### src/rtl/sefm_pkg.sv
// Shared types, codes and constants of the sensor EMA fault monitor.
package sefm_pkg;

	localparam int unsigned MV_W     = 16;
	localparam int unsigned ALPHA_W  = 17;
	localparam int unsigned LIMIT_W  = 8;
	localparam int unsigned FILT_W   = 32;
	localparam int unsigned FRAC_W   = 16;
	localparam int unsigned OPC_W    = 3;
	localparam int unsigned STAT_W   = 2;
	localparam int unsigned CIDX_W   = 2;
	localparam int unsigned CDATA_W  = 17;
	localparam int unsigned S_DATA_W = 24;
	localparam int unsigned M_DATA_W = 24;

	localparam logic [ALPHA_W-1:0] ALPHA_ONE   = 17'h10000;
	localparam logic [ALPHA_W-1:0] ALPHA_RST   = 17'd6554;
	localparam logic [MV_W-1:0]    MIN_MV_RST  = 16'd100;
	localparam logic [MV_W-1:0]    MAX_MV_RST  = 16'd3200;
	localparam logic [LIMIT_W-1:0] MAX_FAIL_RST = 8'd3;

	typedef enum logic [OPC_W-1:0] {
		OP_INIT  = 3'd0,
		OP_POLL  = 3'd1,
		OP_START = 3'd2,
		OP_STOP  = 3'd3,
		OP_RESET = 3'd4
	} op_t;

	typedef enum logic [STAT_W-1:0] {
		ST_OK       = 2'd0,
		ST_FAIL     = 2'd1,
		ST_NOT_INIT = 2'd2,
		ST_REFUSED  = 2'd3
	} status_t;

	typedef enum logic [CIDX_W-1:0] {
		CFG_ALPHA    = 2'd0,
		CFG_MIN_MV   = 2'd1,
		CFG_MAX_MV   = 2'd2,
		CFG_MAX_FAIL = 2'd3
	} cfg_idx_t;

	typedef struct packed {
		logic [ALPHA_W-1:0] alpha;
		logic [MV_W-1:0]    min_mv;
		logic [MV_W-1:0]    max_mv;
		logic [LIMIT_W-1:0] max_fail;
	} cfg_t;

	typedef struct packed {
		logic [OPC_W-1:0] opcode;
		logic [MV_W-1:0]  sample_mv;
		logic             converter_ok;
	} item_t;

	typedef struct packed {
		status_t         status;
		logic [MV_W-1:0] filtered_mv;
		logic            filtered_ok;
		logic            healthy;
		logic            active;
		logic            initialized;
	} result_t;

endpackage

### src/rtl/sefm_cfg.sv
// Configuration register file of the sensor EMA fault monitor.
module sefm_cfg
	import sefm_pkg::*;
(
	input  logic               clk,
	input  logic               arst_n,
	input  logic               we,
	input  logic [CIDX_W-1:0]  idx,
	input  logic [CDATA_W-1:0] wdata,
	output cfg_t               cfg
);

	cfg_t cfg_q;

	always_ff @(posedge clk or negedge arst_n) begin
		if (!arst_n) begin
			cfg_q.alpha    <= ALPHA_RST;
			cfg_q.min_mv   <= MIN_MV_RST;
			cfg_q.max_mv   <= MAX_MV_RST;
			cfg_q.max_fail <= MAX_FAIL_RST;
		end else if (we) begin
			unique case (cfg_idx_t'(idx))
				CFG_ALPHA:    cfg_q.alpha    <= wdata[ALPHA_W-1:0];
				CFG_MIN_MV:   cfg_q.min_mv   <= wdata[MV_W-1:0];
				CFG_MAX_MV:   cfg_q.max_mv   <= wdata[MV_W-1:0];
				CFG_MAX_FAIL: cfg_q.max_fail <= wdata[LIMIT_W-1:0];
				default: ;
			endcase
		end
	end

	assign cfg = cfg_q;

endmodule

### src/rtl/sefm_ema.sv
// EMA update y + alpha*(x - y) in unsigned 16.16 millivolts, one multiply.
module sefm_ema
	import sefm_pkg::*;
(
	input  logic [FILT_W-1:0]  y,
	input  logic [MV_W-1:0]    mv,
	input  logic [ALPHA_W-1:0] alpha,
	output logic [FILT_W-1:0]  y_next
);

	localparam int unsigned DIFF_W = FILT_W + 1;
	localparam int unsigned PROD_W = DIFF_W + ALPHA_W + 1;

	logic [ALPHA_W-1:0]       a;
	logic signed [DIFF_W-1:0] diff;
	logic signed [PROD_W-1:0] prod;

	// alpha above one saturates to one
	assign a    = alpha[ALPHA_W-1] ? ALPHA_ONE : alpha;
	assign diff = $signed({1'b0, mv, {FRAC_W{1'b0}}}) - $signed({1'b0, y});
	assign prod = $signed({1'b0, a}) * diff;

	// floor of the signed product over one; the sum stays within 32 bits
	assign y_next = y + prod[FRAC_W+FILT_W-1:FRAC_W];

endmodule

### src/rtl/sefm_core.sv
// Monitor state, event decode and results; one word per cycle on advance.
module sefm_core
	import sefm_pkg::*;
(
	input  logic    clk,
	input  logic    arst_n,
	input  cfg_t    cfg,
	input  item_t   item,
	input  logic    advance,
	output result_t res
);

	logic [FILT_W-1:0]  filt_q, filt_d, ema_y;
	logic [LIMIT_W-1:0] fail_q, fail_d, fail_inc;
	logic               init_q, init_d;
	logic               act_q, act_d;
	logic               hlth_q, hlth_d;
	logic               in_win;
	logic               ok;
	status_t            status;

	sefm_ema u_ema (
		.y      (filt_q),
		.mv     (item.sample_mv),
		.alpha  (cfg.alpha),
		.y_next (ema_y)
	);

	assign in_win   = (item.sample_mv >= cfg.min_mv) && (item.sample_mv <= cfg.max_mv);
	assign fail_inc = (fail_q < cfg.max_fail) ? fail_q + 1'b1 : fail_q;

	always_comb begin
		filt_d = filt_q;
		fail_d = fail_q;
		init_d = init_q;
		act_d  = act_q;
		hlth_d = hlth_q;
		status = ST_OK;
		unique case (op_t'(item.opcode))
			OP_INIT: begin
				if (!init_q) begin
					if (!item.converter_ok) begin
						hlth_d = 1'b0;
						status = ST_FAIL;
					end else begin
						init_d = 1'b1;
						act_d  = 1'b1;
						if (!in_win) begin
							fail_d = 8'd1;
							hlth_d = 1'b0;
							status = ST_FAIL;
						end else begin
							fail_d = '0;
							filt_d = {item.sample_mv, {FRAC_W{1'b0}}};
							hlth_d = 1'b1;
						end
					end
				end
			end
			OP_POLL: begin
				if (!init_q) begin
					status = ST_NOT_INIT;
				end else if (act_q) begin
					if (!in_win) begin
						fail_d = fail_inc;
						if (fail_inc >= cfg.max_fail) begin
							hlth_d = 1'b0;
						end
						status = ST_FAIL;
					end else begin
						fail_d = '0;
						filt_d = ema_y;
						hlth_d = 1'b1;
					end
				end
			end
			OP_START: begin
				if (!init_q) begin
					status = ST_REFUSED;
				end else begin
					act_d = 1'b1;
					if (fail_q < cfg.max_fail) begin
						hlth_d = 1'b1;
					end
				end
			end
			OP_STOP: begin
				if (!init_q) begin
					status = ST_REFUSED;
				end else begin
					act_d = 1'b0;
				end
			end
			OP_RESET: begin
				fail_d = '0;
				filt_d = '0;
				if (!init_q) begin
					hlth_d = 1'b0;
					act_d  = 1'b0;
				end else begin
					hlth_d = 1'b1;
				end
			end
			default: status = ST_REFUSED;
		endcase
	end

	always_ff @(posedge clk or negedge arst_n) begin
		if (!arst_n) begin
			filt_q <= '0;
			fail_q <= '0;
			init_q <= 1'b0;
			act_q  <= 1'b0;
			hlth_q <= 1'b0;
		end else if (advance) begin
			filt_q <= filt_d;
			fail_q <= fail_d;
			init_q <= init_d;
			act_q  <= act_d;
			hlth_q <= hlth_d;
		end
	end

	assign ok = init_d && act_d && hlth_d;

	always_comb begin
		res.status      = status;
		res.filtered_mv = ok ? filt_d[FILT_W-1:FRAC_W] : '0;
		res.filtered_ok = ok;
		res.healthy     = init_d && hlth_d;
		res.active      = act_d;
		res.initialized = init_d;
	end

endmodule

### src/rtl/sensor_ema_fault_monitor_unit.sv
// Top level of the sensor EMA fault monitor: input register, core, result register.
//
//  channel  dir  handshake          payload
//  s_*      in   s_tvalid/s_tready  tuser opcode, tdata sample_mv, converter_ok
//  m_*      out  m_tvalid/m_tready  tdata status .. initialized
//  cfg_*    in   cfg_we             cfg_index, cfg_wdata
//
// One word per cycle sustained while m_tready is high; a word's result passes from
// the input register through the core to the result register and waits for m_tready.
// The filter update (one 18x33 multiply and add) is combinational in the state
// loop. Reset clears the monitor state and loads the register defaults. A stalled
// result holds in the output register; an empty input register takes one more word.
module sensor_ema_fault_monitor_unit
	import sefm_pkg::*;
(
	input  logic                clk,
	input  logic                arst_n,
	input  logic                s_tvalid,
	output logic                s_tready,
	input  logic [OPC_W-1:0]    s_tuser,   // [2:0] opcode
	input  logic [S_DATA_W-1:0] s_tdata,   // [15:0] sample_mv, [16] converter_ok, rest zero
	output logic                m_tvalid,
	input  logic                m_tready,
	output logic [M_DATA_W-1:0] m_tdata,   // [1:0] status, [17:2] filtered_mv,
	                                       // [18] filtered_ok, [19] healthy,
	                                       // [20] active, [21] initialized, rest zero
	input  logic                cfg_we,
	input  logic [CIDX_W-1:0]   cfg_index,
	input  logic [CDATA_W-1:0]  cfg_wdata
);

	cfg_t    cfg;
	item_t   item_s1;
	logic    vld_s1;
	result_t res, res_s2;
	logic    vld_s2;
	logic    advance;
	logic    s_take;

	sefm_cfg u_cfg (
		.clk   (clk),
		.arst_n(arst_n),
		.we    (cfg_we),
		.idx   (cfg_index),
		.wdata (cfg_wdata),
		.cfg   (cfg)
	);

	assign advance  = vld_s1 && (!vld_s2 || m_tready);
	assign s_tready = !vld_s1 || advance;
	assign s_take   = s_tvalid && s_tready;

	always_ff @(posedge clk or negedge arst_n) begin
		if (!arst_n) begin
			vld_s1 <= 1'b0;
		end else if (s_tready) begin
			vld_s1 <= s_tvalid;
		end
	end

	always_ff @(posedge clk) begin
		if (s_take) begin
			item_s1.opcode       <= s_tuser;
			item_s1.sample_mv    <= s_tdata[MV_W-1:0];
			item_s1.converter_ok <= s_tdata[MV_W];
		end
	end

	sefm_core u_core (
		.clk    (clk),
		.arst_n (arst_n),
		.cfg    (cfg),
		.item   (item_s1),
		.advance(advance),
		.res    (res)
	);

	always_ff @(posedge clk or negedge arst_n) begin
		if (!arst_n) begin
			vld_s2 <= 1'b0;
		end else if (advance) begin
			vld_s2 <= 1'b1;
		end else if (m_tready) begin
			vld_s2 <= 1'b0;
		end
	end

	always_ff @(posedge clk) begin
		if (advance) begin
			res_s2 <= res;
		end
	end

	assign m_tvalid = vld_s2;
	assign m_tdata  = {{(M_DATA_W - 22){1'b0}}, res_s2.initialized, res_s2.active,
		res_s2.healthy, res_s2.filtered_ok, res_s2.filtered_mv, res_s2.status};

endmodule

### config.mk
export PLATFORM = sky130hd
export DESIGN_NAME = sensor_ema_fault_monitor_unit
export DESIGN_NICKNAME = d
export VERILOG_FILES = /design/src/rtl/sefm_pkg.sv /design/src/rtl/sefm_cfg.sv /design/src/rtl/sefm_ema.sv /design/src/rtl/sefm_core.sv /design/src/rtl/sensor_ema_fault_monitor_unit.sv
export SDC_FILE = /design/constraint.sdc
export NUM_CORES = 2
export LEC_CHECK = 0
export CAP_MARGIN = 40
export CORE_MARGIN = 3
export CORE_UTILIZATION = 68
export DETAILED_ROUTE_END_ITERATION = 8
export DONT_BUFFER_PORTS = 1
export GPL_TIMING_DRIVEN = 1
export PLACE_DENSITY = 0.84
export SETUP_SLACK_MARGIN = 0.3
export SLEW_MARGIN = 25
export SYNTH_ARGS = -nofsm -noshare
export SYNTH_HDL_FRONTEND = slang
export SYNTH_SLANG_ARGS = --single-unit
### constraint.sdc
create_clock -name clk -period 15.5 [get_ports clk]
set_input_delay 0.775 -clock clk [delete_from_list [all_inputs] [get_ports clk]]
set_output_delay 0.775 -clock clk [all_outputs]
set_load 0.005 [all_outputs]
[Word level (Yosys, flattened, before mapping)]
Index checks and enable logic that the tools add are counted.
Word-level totals
  flip-flop bits (word level): 144
  output and inout port bits: 26
  latch bits: 0
  memories kept: 0
  bits in read-only memories: 0
  input bits: 51
  bits in writable memories: 0
  logic and storage cells: 108
Operators by class
  magnitude comparators: 4
  $mul: 1
  shift-type cells: 0
  divide/modulo/power cells: 0
  add/subtract/negate cells: 3
  mux-type cells: 45
  bitwise operators: 0
  equality and inequality tests: 13
  reductions and logical operators: 21
Operators by type and width (number)
  two-way mux 32 bit: 6
  case mux 32 bit (3 select lines): 1
  multiplier 18 x 33 -> 48 bit: 1
  two-way mux 8 bit: 6
  subtractor 32 x 32 -> 33 bit: 1
  adder 32 bit: 1
  case mux 8 bit (3 select lines): 1
  two-way mux 1 bit: 22
  two-way mux 17 bit: 1
  greater-or-equal comparator 16 bit: 1
  less-or-equal comparator 16 bit: 1
  two-way mux 2 bit: 5
  adder 8 x 1 -> 8 bit, second input constant: 1
  greater-or-equal comparator 8 bit: 1
  less-than comparator 8 bit: 1
  != test 2 x 1 -> 1 bit, second input constant: 4
  case mux 1 bit (4 select lines): 2
  case mux 2 bit (4 select lines): 1
  AND reduction 2 bit: 4
  AND reduction 8 bit: 1
  == test 3 x 2 -> 1 bit, second input constant: 2
  logical AND 1 bit: 6
  AND reduction 6 bit: 1
  == test 2 bit, second input constant: 2
  other kinds (11): 14

[Longest topological paths before layout]
  depth after elaboration: 9
  gate-level depth with buffers: 45
  gate-level depth less buffers: 42

[Hierarchy]
A second synthesis with hierarchy kept.
Second synthesis, totals
  cells, all modules: 3159
  area total of the unflattened synthesis: 28424.8 µm²
By module, submodules not included
  sefm_ema: area an instance 20726.1 µm², cells an instance 2489, seq. area each 0.0 µm², times used 1
  sefm_core: area an instance 4160.2 µm², cells an instance 496, seq. area each 1076.0 µm², times used 1
  sefm_cfg: area an instance 2154.6 µm², cells an instance 121, seq. area each 1445.1 µm², times used 1
  sensor_ema_fault_monitor_unit: area an instance 1383.8 µm², cells an instance 53, seq. area each 1311.3 µm², times used 1

[Least setup slack after synthesis]
Ideal clock, no wire load.
  kind: flip-flop to flip-flop
  start: register u_core.filt_q[0]
  end: register res_s2, in the netlist m_tdata[17] (data pin)
  path slack: 4.673 ns
  setup time: 0.270 ns
  data required time: 15.230 ns
  cell stages (with the launch flop): 45
  buffers on the path: 3
  arrival: 10.557 ns
  period minus slack after synthesis: 10.827 ns
  cells stage by stage: dfrtp_1 buf_6 inv_1 clkbuf_1 ha_1 nor3b_2 and4b_1 a211oi_2 inv_1 a31oi_1 o21bai_1 a21oi_1 xor2_1 clkbuf_1 nor2_1 fa_1 inv_1 fa_1 (+9 left out) nor2b_1 o21ai_0 nand2b_1 or3b_2 o32ai_1 o21bai_1 xor2_1 ha_1 a21oi_1 o21ai_0 or3_1 o311a_1 a41oi_1 o221ai_1 a21oi_1 nand3_1 a41oi_1 a21oi_1
Between the ends
  longest elaborated chain between the ends: 7
RTL lines
  start, declared: RTL line sefm_core.sv:13  | logic [FILT_W-1:0] filt_q, filt_d, ema_y;
  start signal, assigned: RTL line sefm_core.sv:116  | filt_q <= filt_d;
  subtractor 32 x 32 -> 33 bit: RTL line sefm_ema.sv:20  | assign diff = $signed({1'b0, mv, {FRAC_W{1'b0}}}) - $signed({1'b0, y});
  multiplier 18 x 33 -> 48 bit: RTL line sefm_ema.sv:21  | assign prod = $signed({1'b0, a}) * diff;
  adder 32 bit *: RTL line sefm_ema.sv:24  | assign y_next = y + prod[FRAC_W+FILT_W-1:FRAC_W];
  two-way mux 32 bit *: RTL line sefm_core.sv:64  | if (!in_win) begin
  two-way mux 32 bit *: RTL line sefm_core.sv:63  | end else if (act_q) begin
  two-way mux 32 bit *: RTL line sefm_core.sv:61  | if (!init_q) begin
  case mux 32 bit (3 select lines) *: RTL line sefm_core.sv:39  | unique case (op_t'(item.opcode))
  end signal, assigned: RTL line sensor_ema_fault_monitor_unit.sv:90  | res_s2 <= res;
  end, declared: RTL line sensor_ema_fault_monitor_unit.sv:35  | result_t res, res_s2;
Every way passes the cells marked *; elsewhere a longest branch is shown, timed or not. The select of a mux whose other input is x is not followed.
A chain may end at the register's enable or synchronous reset.

[Final worst setup path]
Ends and elaborated chain as after synthesis.

==> flow_metrics.py <==
metrics = {
    "synth": {
        "synth_cell_type_count": 80,
        "yosys.area.top_type_share": 0.364,
        "synth.top_cells.by_area": "fa_1 (36%), inv_1 (9.7%), ha_1 (9.1%)",
        "synthFlopType": "dfrtp_1",
        "synth_cells": 3202,
        "syn_area_mm2": 0.0283,
        "synth-edff-count": 42,
        "post-synth-top-area-cell": "fa_1",
        "syn_avg_cell_area_um2": 8.84,
        "number_of_warnings_issued_by_yosys": 0,
        "synth_seq_cells": 144,
        "yosysSeqAreaShare": 0.135,
        "synth_async_sr_flop_share": 0.708,
    },
    "clocking": {
        "cts_buffer_depth": 2,
        "cts.sinks": 144,
        "clock-root-buffer": "clkbuf_16",
        "clkLatencyLatePin_ps": 430,
        "total_cts_buffers": 17,
        "cts_hold_buf": 0,
        "cts_tree": "done",
        "cts-resized-gates": 0,
        "cts.repair_timing.setup_buffer_count": 0,
        "clk_pin_slew_ps": 60,
        "cts-htree-levels": 4,
    },
    "floorplanning": {
        "design.portCount": 77,
        "num_rows": 74,
        "floorplan.die_area_mm2": 0.0441,
        "dieWidth_um": 210,
        "floorplan.initialDensity": 0.690,
        "design.core.area_mm2": 0.0410,
        "die_y_um": 210,
    },
    "routing": {
        "wl_per_cell_um": 21.0,
        "routed_vias": 22900,
        "detail_route.drc_violations": 0,
        "route.antenna.remaining_nets": 0,
        "vias_per_cell": 6.12,
        "drt_iter0_markers": 2401,
        "first_pass_iters": 7,
        "postRouteWirelength_um": 78500,
    },
    "global_routing": {
        "grt_antenna_before_repair": 2,
        "grt_start_max_net_pins": 103,
        "first_pass_grt_wire_length_um": 126000,
        "globalRouteTotalUtil": 0.367,
        "vias_in_the_first_global_route": 24200,
        "grt-ovfl-total": 0,
    },
    "run": {
        "maxCapViolations": 0,
    },
    "timing": {
        "setup_tns_ps": 0,
        "rsz0062_at_grt": "false",
        "period_minus_slack_ps": 12560,
        "fin_ws_ps": 2940,
        "clock_skew_ps": 14.1,
        "timing.final.hold_violations": 0,
        "layout_worst_path_cycle_share": 0.810,
        "max_slew.worst_pin.slew_ps": 934,
        "final_max_slew_viol_count": 0,
        "slew-limit-headroom": 0.373,
        "fmax_mhz": 79.6,
        "setup_violations": 0,
    },
    "cells_and_area": {
        "layout-drive-gt1-share": 0.0697,
        "postLayoutCoreUtil": 0.728,
        "synth_to_final_area_change_pct": 5.45,
        "fillers": 2905,
        "final-seq-area_mm2": 0.00383,
        "finalNetCount": 3959,
        "mostFrequentLayoutCell": "inv_1",
        "layout.cell_area.non_filler_mm2": 0.0298,
        "commonest_cells_after_routing_fill_and_taps_aside": "inv_1 (730), fa_1 (515), nand2_1 (386)",
        "multi_input_comb_area_mm2": 0.0214,
    },
    "worst_setup_path": {
        "critical_path.most_common_cell": "fa_1",
        "critical_path.slowest_cell": "o21ai_0",
        "timing.critical_path.to_type": "flip-flop",
        "cp_num_buf_inv": 7,
        "cp.arrival_ps": 12730,
        "cell_type_group_with_the_largest_total_delay_on_the_critical_path": "compound AO/OA/AOI/OAI gates",
        "required_ps": 15670,
        "ff2ff_setup_slack_ps": 2940,
        "cp_max_fo": 11,
        "crit_path_max_incr_delay_ps": 610,
        "worstSetupStartpointType": "flip-flop",
        "setup.worst_path.class": "reg -> reg",
    },
    "placed_design": {
        "preCtsSetupSlack_ps": 3220,
        "buffer_ports.inserted": 0,
        "gpl.final_weighted_congestion": 1.04,
        "dpl-instance-area_mm2": 0.0292,
        "post-dp-hpwl_um": 61600,
    },
    "status": {
        "status": "complete, no violations",
    },
    "hold_path": {
        "hold_path.class": "in -> async",
    },
}
registers in the layout, summed over array words and instances, names as in the netlist:
signal         flops
m_tdata           22
u_cfg.cfg         57
u_core.act_q       1
u_core.filt_q     32
m_tvalid           1
u_core.init_q      1
u_core.hlth_q      1
u_core.fail_q      8
item_s1           20
vld_s1             1
path summary, 6_finish.rpt:
kind,start,endpoint,depth (start not counted)
min,arst_n,u_core.filt_q[26],0
max in group asynchronous,arst_n,u_cfg.cfg[43],0
max,u_core.filt_q[0],m_tdata[17],42
max reg2reg,u_core.filt_q[0],m_tdata[17],42
min reg2reg,vld_s1,m_tvalid,1
min in group clk,s_tdata[2],item_s1[3],0
layout make-up:
cell class | instances | area share
diodes | 1 | 0.0000838
clock buffers | 18 | 0.0147
clock inverters | 14 | 0.00499
inverters | 731 | 0.0919
multi-input cells | 2212 | 0.716
flip-flops and latches | 144 | 0.128
well taps | 532 | 0.0223
repair buffers | 81 | 0.0218
cells in the mapped netlist (18+ instances only):
library cell  count
o21a_1           18
nand3_1          27
ha_1            206
and2_1           21
edfxtp_1         42
a211oi_1         19
o21ai_0          56
a21oi_1          94
nor3_1           26
fa_1            515
nor2_1          329
mux2_2           58
nand2b_1         19
nand4_1          18
clkbuf_1        109
dfrtp_1          87
inv_1           730
a21o_1           49
nor2b_1          30
nand2_1         386
xnor2_1          78
xor2_1           45
metal layers:
layer  up-vias  track usage  wire [um]
met4         0        0.202       5530
met5         -            0          0
met2      1343        0.600      36800
li1       9843            -          -
met1     11300        0.456      27700
met3       355       0.0869       8510
cell families (layout without fill, tap and decap cells):
logic type,Yosys count,in the layout,share of synthesized area
AND/OR/NAND/NOR,923,923,0.142
XOR/XNOR,123,123,0.0381
flip-flops,144,144,0.135
AO/OA/AOI/OAI,373,373,0.0892
buffers and inverters,847,844,0.113
adder cells (fa/ha/maj),721,721,0.455
other,1,3,0.000132
multiplexers,70,70,0.0273
per-stage QoR:
| stage | hold slack (ps) | instances |
|---|---|---|
| final | 38.5 | 3733 |
| after CTS | 23.9 | 3725 |
| after global routing | 21.0 | 3732 |
| after global placement | 478 | 3677 |
| after detailed placement | 483 | 3693 |
| after floorplan | 457 | 3203 |
Power is left out: the tool's default activity adds up to more than one toggle a clock period on the data nets, which glitch-free logic cannot reach.
